### src/rtl/twod_pkg.sv
// Shared types and constants of the trailing-window outlier detector.
`default_nettype none
package twod_pkg;
    localparam int WINDOW_DEPTH = 256;

    localparam logic [1:0] MODE_AVG = 2'd0;
    localparam logic [1:0] MODE_MIN = 2'd1;
    localparam logic [1:0] MODE_MAX = 2'd2;
    localparam logic [1:0] MODE_OFF = 2'd3;
    localparam logic [1:0] REG_MODE = 2'd0;
    localparam logic [1:0] REG_LESS = 2'd1;
    localparam logic [1:0] REG_SPAN = 2'd2;

    typedef enum logic [9:0] {
        S_IDLE  = 10'b0000000001,
        S_EVRD  = 10'b0000000010,
        S_EVCHK = 10'b0000000100,
        S_MUL   = 10'b0000001000,
        S_CMP   = 10'b0000010000,
        S_OVF   = 10'b0000100000,
        S_PSHRD = 10'b0001000000,
        S_PSHVL = 10'b0010000000,
        S_PSHCK = 10'b0100000000,
        S_OUT   = 10'b1000000000
    } t_state;

    typedef struct packed {
        logic [1:0] mode;
        logic       less;
        logic [31:0] span;
    } t_cfg;
endpackage
`default_nettype wire

### src/rtl/twod_cfg.sv
// Configuration register file of the outlier detector.
`default_nettype none
module twod_cfg (
    input  wire logic         i_clk,
    input  wire logic         i_rst_n,
    input  wire logic         i_cfg_we,
    input  wire logic [1:0]   i_cfg_addr,
    input  wire logic [31:0]  i_cfg_wdata,
    output twod_pkg::t_cfg    o_cfg
);
    import twod_pkg::*;
    t_cfg r_cfg;
    always_ff @(posedge i_clk) begin
        if (!i_rst_n) begin
            r_cfg <= '0;
        end else if (i_cfg_we) begin
            case (i_cfg_addr)
                REG_MODE: r_cfg.mode <= i_cfg_wdata[1:0];
                REG_LESS: r_cfg.less <= i_cfg_wdata[0];
                REG_SPAN: r_cfg.span <= i_cfg_wdata;
                default:  r_cfg <= r_cfg;
            endcase
        end
    end
    assign o_cfg = r_cfg;
endmodule
`default_nettype wire

### config.mk
export PLATFORM = sky130hd
export DESIGN_NAME = twod_cfg
export DESIGN_NICKNAME = d
export VERILOG_FILES = /design/src/rtl/twod_pkg.sv /design/src/rtl/twod_cfg.sv
export SDC_FILE = /design/constraint.sdc
export NUM_CORES = 1
export LEC_CHECK = 0
export BUFFER_PORTS_ARGS = -buffer_cell sky130_fd_sc_hd__clkbuf_2
export CAP_MARGIN = 20
export CELL_PAD_IN_SITES_DETAIL_PLACEMENT = 1
export CELL_PAD_IN_SITES_GLOBAL_PLACEMENT = 2
export CORE_AREA = 2 2 79 81
export DETAILED_ROUTE_END_ITERATION = 8
export DIE_AREA = 0 0 81 83
export GPL_ROUTABILITY_DRIVEN = 0
export HOLD_SLACK_MARGIN = 0.02
export PLACE_DENSITY_LB_ADDON = 0.1
export SKIP_LAST_GASP = 1
export SLEW_MARGIN = 15
export SYNTH_ARGS = -nofsm -noshare
export SYNTH_HDL_FRONTEND = slang
export SYNTH_SLANG_ARGS = --single-unit
### constraint.sdc
create_clock -name i_clk -period 1.35 [get_ports i_clk]
set_clock_uncertainty 0.2 [all_clocks]
set_input_delay 0.135 -clock i_clk [delete_from_list [all_inputs] [get_ports i_clk]]
set_output_delay 0.135 -clock i_clk [all_outputs]
set_load 0.005 [all_outputs]
# == Word level (Yosys, flattened, before mapping) ==
# Cells that the tools add are included.
# classes
n_eq_ne,2
n_reduce_logical,4
# op_table
operator,count
2-bit AND reduction,3
2-bit by 1-bit == test with 1-bit output (second input constant),1
2-bit == test (second input constant),1
2-bit logical NOT,1
# word_totals
out_inout_bits,35
elab_cells,9
inputBits,37
ff_bits,35

# == Longest topological paths before layout ==
# Gate-level depths: netlist (run 1).
# depth
word_depth,2
mapped_depth,4
ltp_nobuf,2

# == Worst setup path after synthesis (run 1) ==
# OpenSTA, ideal clock, no wires.
# synth_timing
path_type,input to register
start,input i_cfg_addr[0]
end,register r_cfg (netlist bit o_cfg[0])
setup_ns,0.072
t_arrival_ns,0.766
cell_stages,4
t_required_ns,1.078
n_path_buf,2
path_slack_ns,0.312
path_cell_list,and3b_1 -> buf_6 -> buf_12 -> mux2i_1
# synth_via
elab_chain_cells,2
# synth_lines
item,line_no,text
from (decl),twod_cfg.sv:7,"input wire logic [1:0] i_cfg_addr,"
2-bit == test,twod_cfg.sv:17,case (i_cfg_addr)
2-bit AND reduction (no source line),-,
to (signal assigned),twod_cfg.sv:21,default: r_cfg <= r_cfg;
to (decl),twod_cfg.sv:12,t_cfg r_cfg;
# Every way passes these cells.
# A chain may end at the register's enable or synchronous reset.

# == Worst setup path in the final report (run 1) ==
# layout_timing
start,register r_cfg (netlist bit o_cfg[29])
end,output o_cfg[29] (netlist bit)
# layout_lines
item,line_no,text
to (decl),twod_cfg.sv:9,output twod_pkg::t_cfg o_cfg
# No word-level cell between the ends.

==> metrics.txt, run 1 <==
max incr delay on CP=0.35 ns; Core Util, Final=0.391; Sw Pwr=~0.50 mW; Int Pwr=1.65 mW; number of max-cap violations=0; R2R depth=2; placed cells=between 200 and 300; largest net degree at the start of global routing=37; failing checks=hold timing; Max VDD drop=0.000371 V; post-synth net total=188; Pleak=1.03 nW; count leader, synth=nand2_1; worst slew pin tran=0.421 ns; max-slew violations=0; post-route antenna net violation count=0; startpoint types=flop; CTS Sinks=35; Pwr per Cell Area=945 nW/um2; final worst path period share=0.807; Post-synth ARST share=0; post-DR wirelength/cell=about 12 um; Die Span Y=between 80 and 90 um; status=complete, but fails checks; flops & latches, synth=35; hold_buf cts=33; cell taking the most area after synthesis=dfxtp_1; Storage cell area=roughly 700 um2; I/O Pins=72; synth warn=0; max reg flops=35; vias in the first global route=1,454; top cells by count, synth=nand2_1 (67), dfxtp_1 (35), mux2i_1 (35); Clock Power Share=0.348; Starting Density=0.246; maximum clock insertion buffer count=2; layout cells sized above 1=0.325; GR Overflow Total=0; design area=2270 um2; area growth from synthesis to layout=59.2%; first-pass GRT wire length=6.62 mm; # DRC=0; register area share after synthesis=0.490; Hold Fails Final Rpt=3; Final Critical Period=approximately 1.1 ns; Max Freq=just over 900 MHz; final wirelength=3.95 mm; Critical Path Stages=1; Multi-input gate area=roughly 630 um2; Setup Total Neg Slack=0 ns; crit-path cells=clkbuf_2; core area=approximately 5800 um2; GRT Total Usage=0.126; synth top area cells=dfxtp_1 (49%), mux2i_1 (25%), nand2_1 (18%); Slowest cell on crit path=dfxtp_1; drt via density=4.11; Vias=1,356; crit path buf inv count=1; PortBufs=between 70 and 80; Hold WC Path Type=input port to flop; Worst Setup Path Type=flop to primary output; post-CTS sizing=0; die area=6720 um2; Setup Buffers After CTS=0; Top delay family on crit path=flip-flops; WP data required=around 1.0 ns; DR pass1 iterations=2; Die Wd=81 um; crit path DAT=0.75 ns; number of synthesized flops with an enable pin=0; DR iter-0 viols=32; Syn Inst Count=roughly 150; placed cell areas=between 1500 and 2000 um2; row count=28; ANT cells=0; Max FO, Critical Path=2; cts bufs inserted=5; hold depth=3; WHS=-0.0101 ns; area share of the largest cell type after synthesis=0.490; Seq pwr share=0.506; initial antenna violation count=0; final cell count without fillers=330; Top FF cell, synth=dfxtp_1; number of fillers in the final layout=around 730; Max transition margin=0.719; detailed placement HPWL=~2.7 mm; Post-Syn Area=~1400 um2; CP endpoint kind=primary output; Worst-path clk slew=roughly 0.070 ns; clk_lat worst skew=roughly 0.27 ns; Layout Nets=292; H-tree depth=2; CTS root buffer=clkbuf_8; CTS tree=yes; RSZ-0062 raised after global routing=false; sw frac=0.231; synth unique cells=10; logic gate share of total power=0.145; final setup violation count=0; Post-Syn Area per Cell=about 9.5 um2
==> metal layers <==
layer	part of all wire	GRT usage
met5	0	0
met4	0.011	0.0370
met3	0.063	0.0413
met2	0.52	0.230
met1	0.40	0.133
==> final cells by class <==
class / instances / area share
well taps: 75 / 0.0413
multi-input cells: 105 / 0.276
flip-flops and latches: 35 / 0.308
clock inverters: 1 / 0.00220
clock buffers: 6 / 0.0363
repair buffers: 108 / 0.337
==> cell usage in the layout, fill, tap and decap left out <==
| master | count |
|---|---|
| and3b_2 | 1 |
| buf_12 | 4 |
| clkbuf_2 | 71 |
| clkbuf_8 | 6 |
| clkinv_2 | 1 |
| dfxtp_1 | 35 |
| dlygate4sd3_1 | 33 |
| mux2i_1 | 35 |
| nand2_1 | 67 |
| nand3b_1 | 1 |
| nor3b_1 | 1 |
==> final timing paths <==
check         endpoint  slack (ns)          start
max reg2reg  o_cfg[26]        0.54      o_cfg[26]
min reg2reg   o_cfg[8]        0.25       o_cfg[8]
min          o_cfg[32]       -0.01  i_cfg_addr[0]
max          o_cfg[29]        0.26      o_cfg[29]
==> power groups by stage <==
stage | Combinational (mW) | Clock (mW) | Sequential [mW]
floorplan | 0.122 | 0 | 1.11
global placement | 0.233 | 0 | 1.11
detailed placement | 0.242 | 0 | 1.11
CTS | 0.317 | 0.787 | 1.09
global route | 0.346 | 0.836 | 1.09
finish | 0.312 | 0.749 | 1.09
==> metrics by stage <==
stage / hold slack, ns / power [mW] / setup slack (ns)
after floorplan: 0.0771 / 1.23 / 0.312
after global placement: 0.167 / 1.34 / 0.182
after detailed placement: 0.179 / 1.35 / 0.114
after CTS: -0.0154 / 2.19 / 0.237
after global routing: -0.00169 / 2.27 / 0.203
final: -0.0101 / 2.15 / 0.260
==> cell families (layout without fill, tap and decap cells) <==
family        count (synthesis)  in the layout  synth area share
buf+inv                      11            115            0.0718
simple gates                 70             70             0.193
mux                          35             35             0.245
flops                        35             35             0.490
Note: power is estimated with default switching activity, not from simulation.
==> run 2, diff against run 1 <==
==> constraint.sdc (replaced) <==
create_clock -name i_clk -period 1.1 [get_ports i_clk]
set_clock_uncertainty 0.2 [all_clocks]
set_input_delay 0.11 -clock i_clk [delete_from_list [all_inputs] [get_ports i_clk]]
set_output_delay 0.11 -clock i_clk [all_outputs]
set_load 0.005 [all_outputs]
==> run 2 against run 1 <==
  * The run still ends with hold timing left
  * Register-to-register slack got worse by 0.25 ns
  * Critical path depth up 3
  * Via count rose by 2.1%
  * Clock-buffer cell count is 2 higher
  * Die area unchanged
  * Sequential power rose by 23%
==> metrics.txt, run 2 (synthesis gave the netlist of run 1 again) <==
status=complete, but fails checks; Int Pwr=roughly 2.1 mW; CTS root buffer=clkbuf_8; vias in the first global route=1,500; row count=28; Core Util, Final=0.398; most common cell after layout, fill and taps aside=clkbuf_2; RSZ-0062 raised after global routing=false; sw frac=0.227; DP Worst Slack=-0.0971 ns; post-route antenna net violation count=0; I/O Pins=72; largest net degree at the start of global routing=33; design area=2310 um2; initial antenna violation count=0; maximum clock insertion buffer count=2; layout cells sized above 1=0.353; max-slew violations=0; Worst Setup Path Type=input port to flop; area growth from synthesis to layout=61.9%; die area=slightly below 7000 um2; Seq pwr share=0.489; WP data required=around 1.1 ns; CTS Sinks=35; failing checks=hold timing; # DRC=0; Slowest cell on crit path=dlygate4sd3_1; Max Freq=approximately 930 MHz; final setup violation count=0; DR pass1 iterations=4; Max transition margin=0.843; CTS tree=yes; max incr delay on CP=about 0.56 ns; Die Wd=81 um; Sw Pwr=slightly above 0.6 mW; Worst-path clk slew=0.07 ns; DR iter-0 viols=32; Vias=about 1,400; H-tree depth=2; Setup Buffers After CTS=0; Layout Nets=between 200 and 300; placed cell areas=around 1900 um2; GR Overflow Total=0; Starting Density=0.246; post-DR wirelength/cell=between 10 and 15 um; Hold Fails Final Rpt=1; worst slew pin tran=~0.24 ns; Die Span Y=83 um; Pleak=about 1.0 nW; final wirelength=3.93 mm; Final Critical Period=approximately 1.1 ns; GRT Total Usage=0.125; Clock Power Share=0.370; Max FO, Critical Path=3; crit-path cells=clkbuf_2 > dlygate4sd3_1 > nand3b_1 > mux2i_1; drt via density=approximately 4.2; core area=5820 um2; ANT cells=0; most frequent cells in the layout=clkbuf_2 (71), nand2_1 (67), mux2i_1 (35); cts bufs inserted=5; hold_buf cts=35; final worst path period share=0.974; crit path buf inv count=2; detailed placement HPWL=around 2.8 mm; first-pass GRT wire length=6.62 mm; logic gate share of total power=0.141; clk_lat worst skew=between 0.2 and 0.3 ns; startpoint types=input port; number of fillers in the final layout=about 700; number of max-cap violations=0; Top delay family on crit path=buffers and inverters; max reg flops=35; Max VDD drop=about 0.00049 V; Hold WC Path Type=input port to flop; WHS=-0.0234 ns; CP endpoint kind=flop; crit path DAT=~1.1 ns; Pwr Total=~2.7 mW; Pwr per Cell Area=roughly 1200 nW/um2; fin worst setup slack=~0.029 ns; PortBufs=between 70 and 80
==> run 2: what timing repair did <==
item                                    4_1_cts  5_1_grt
endpoints found under the hold margin        35        1
endpoints found under the setup margin        0        8
resized for setup                             0        7
==> run 2: power by group through the flow <==
| stage | Clock (mW) | Combinational, mW | Sequential (mW) |
|---|---|---|---|
| final | 1.01 | 0.386 | 1.34 |
| after global routing | 1.12 | 0.430 | 1.34 |
| after CTS | 1.07 | 0.398 | 1.34 |
| after detailed placement | 0 | 0.299 | 1.37 |
| after global placement | 0 | 0.288 | 1.36 |
| after floorplan | 0 | 0.149 | 1.37 |
==> run 2: metal layers <==
layer | wire, um | track usage
met2 | 2030 | 0.225
met4 | 74 | 0.0478
met3 | 218 | 0.0380
met5 | 0 | 0
met1 | 1610 | 0.134
==> run 2: layout make-up <==
| type | count | area, um2 | share of cell area |
|---|---|---|---|
| Clock buffer | 8 | 100 | 0.0433 |
| Multi-Input combinational cell | 105 | 627 | 0.271 |
| Sequential cell | 35 | 709 | 0.307 |
| Tap cell | 75 | 93.8 | 0.0406 |
| Timing Repair Buffer | 110 | 783 | 0.339 |
==> run 2: final timing paths <==
path,start,to,slack [ns],cells past startpoint
worst max-delay path,i_cfg_addr[0],o_cfg[32],0.03,4
worst min register to register,o_cfg[30],o_cfg[30],0.26,2
worst max register to register,o_cfg[32],o_cfg[32],0.29,2
worst min-delay path,i_cfg_addr[1],o_cfg[32],-0.02,3
==> run 2: worst reg2reg max path, delay by kind of cell, from the launching register on <==
kind | cells | cell delay, ns
and+or+nand+nor | 1 | 0.05
muxes | 1 | 0.15
DFF | 1 | 0.33
==> run 2: through the flow <==
step	setup TNS, ns	instances	hold WS (ns)
floorplan	0	151	0.0521
global placement	-1.19	291	0.140
detailed placement	-2.14	291	0.153
CTS	0	334	0.0210
global route	0	333	0.00601
finish	0	333	-0.0234
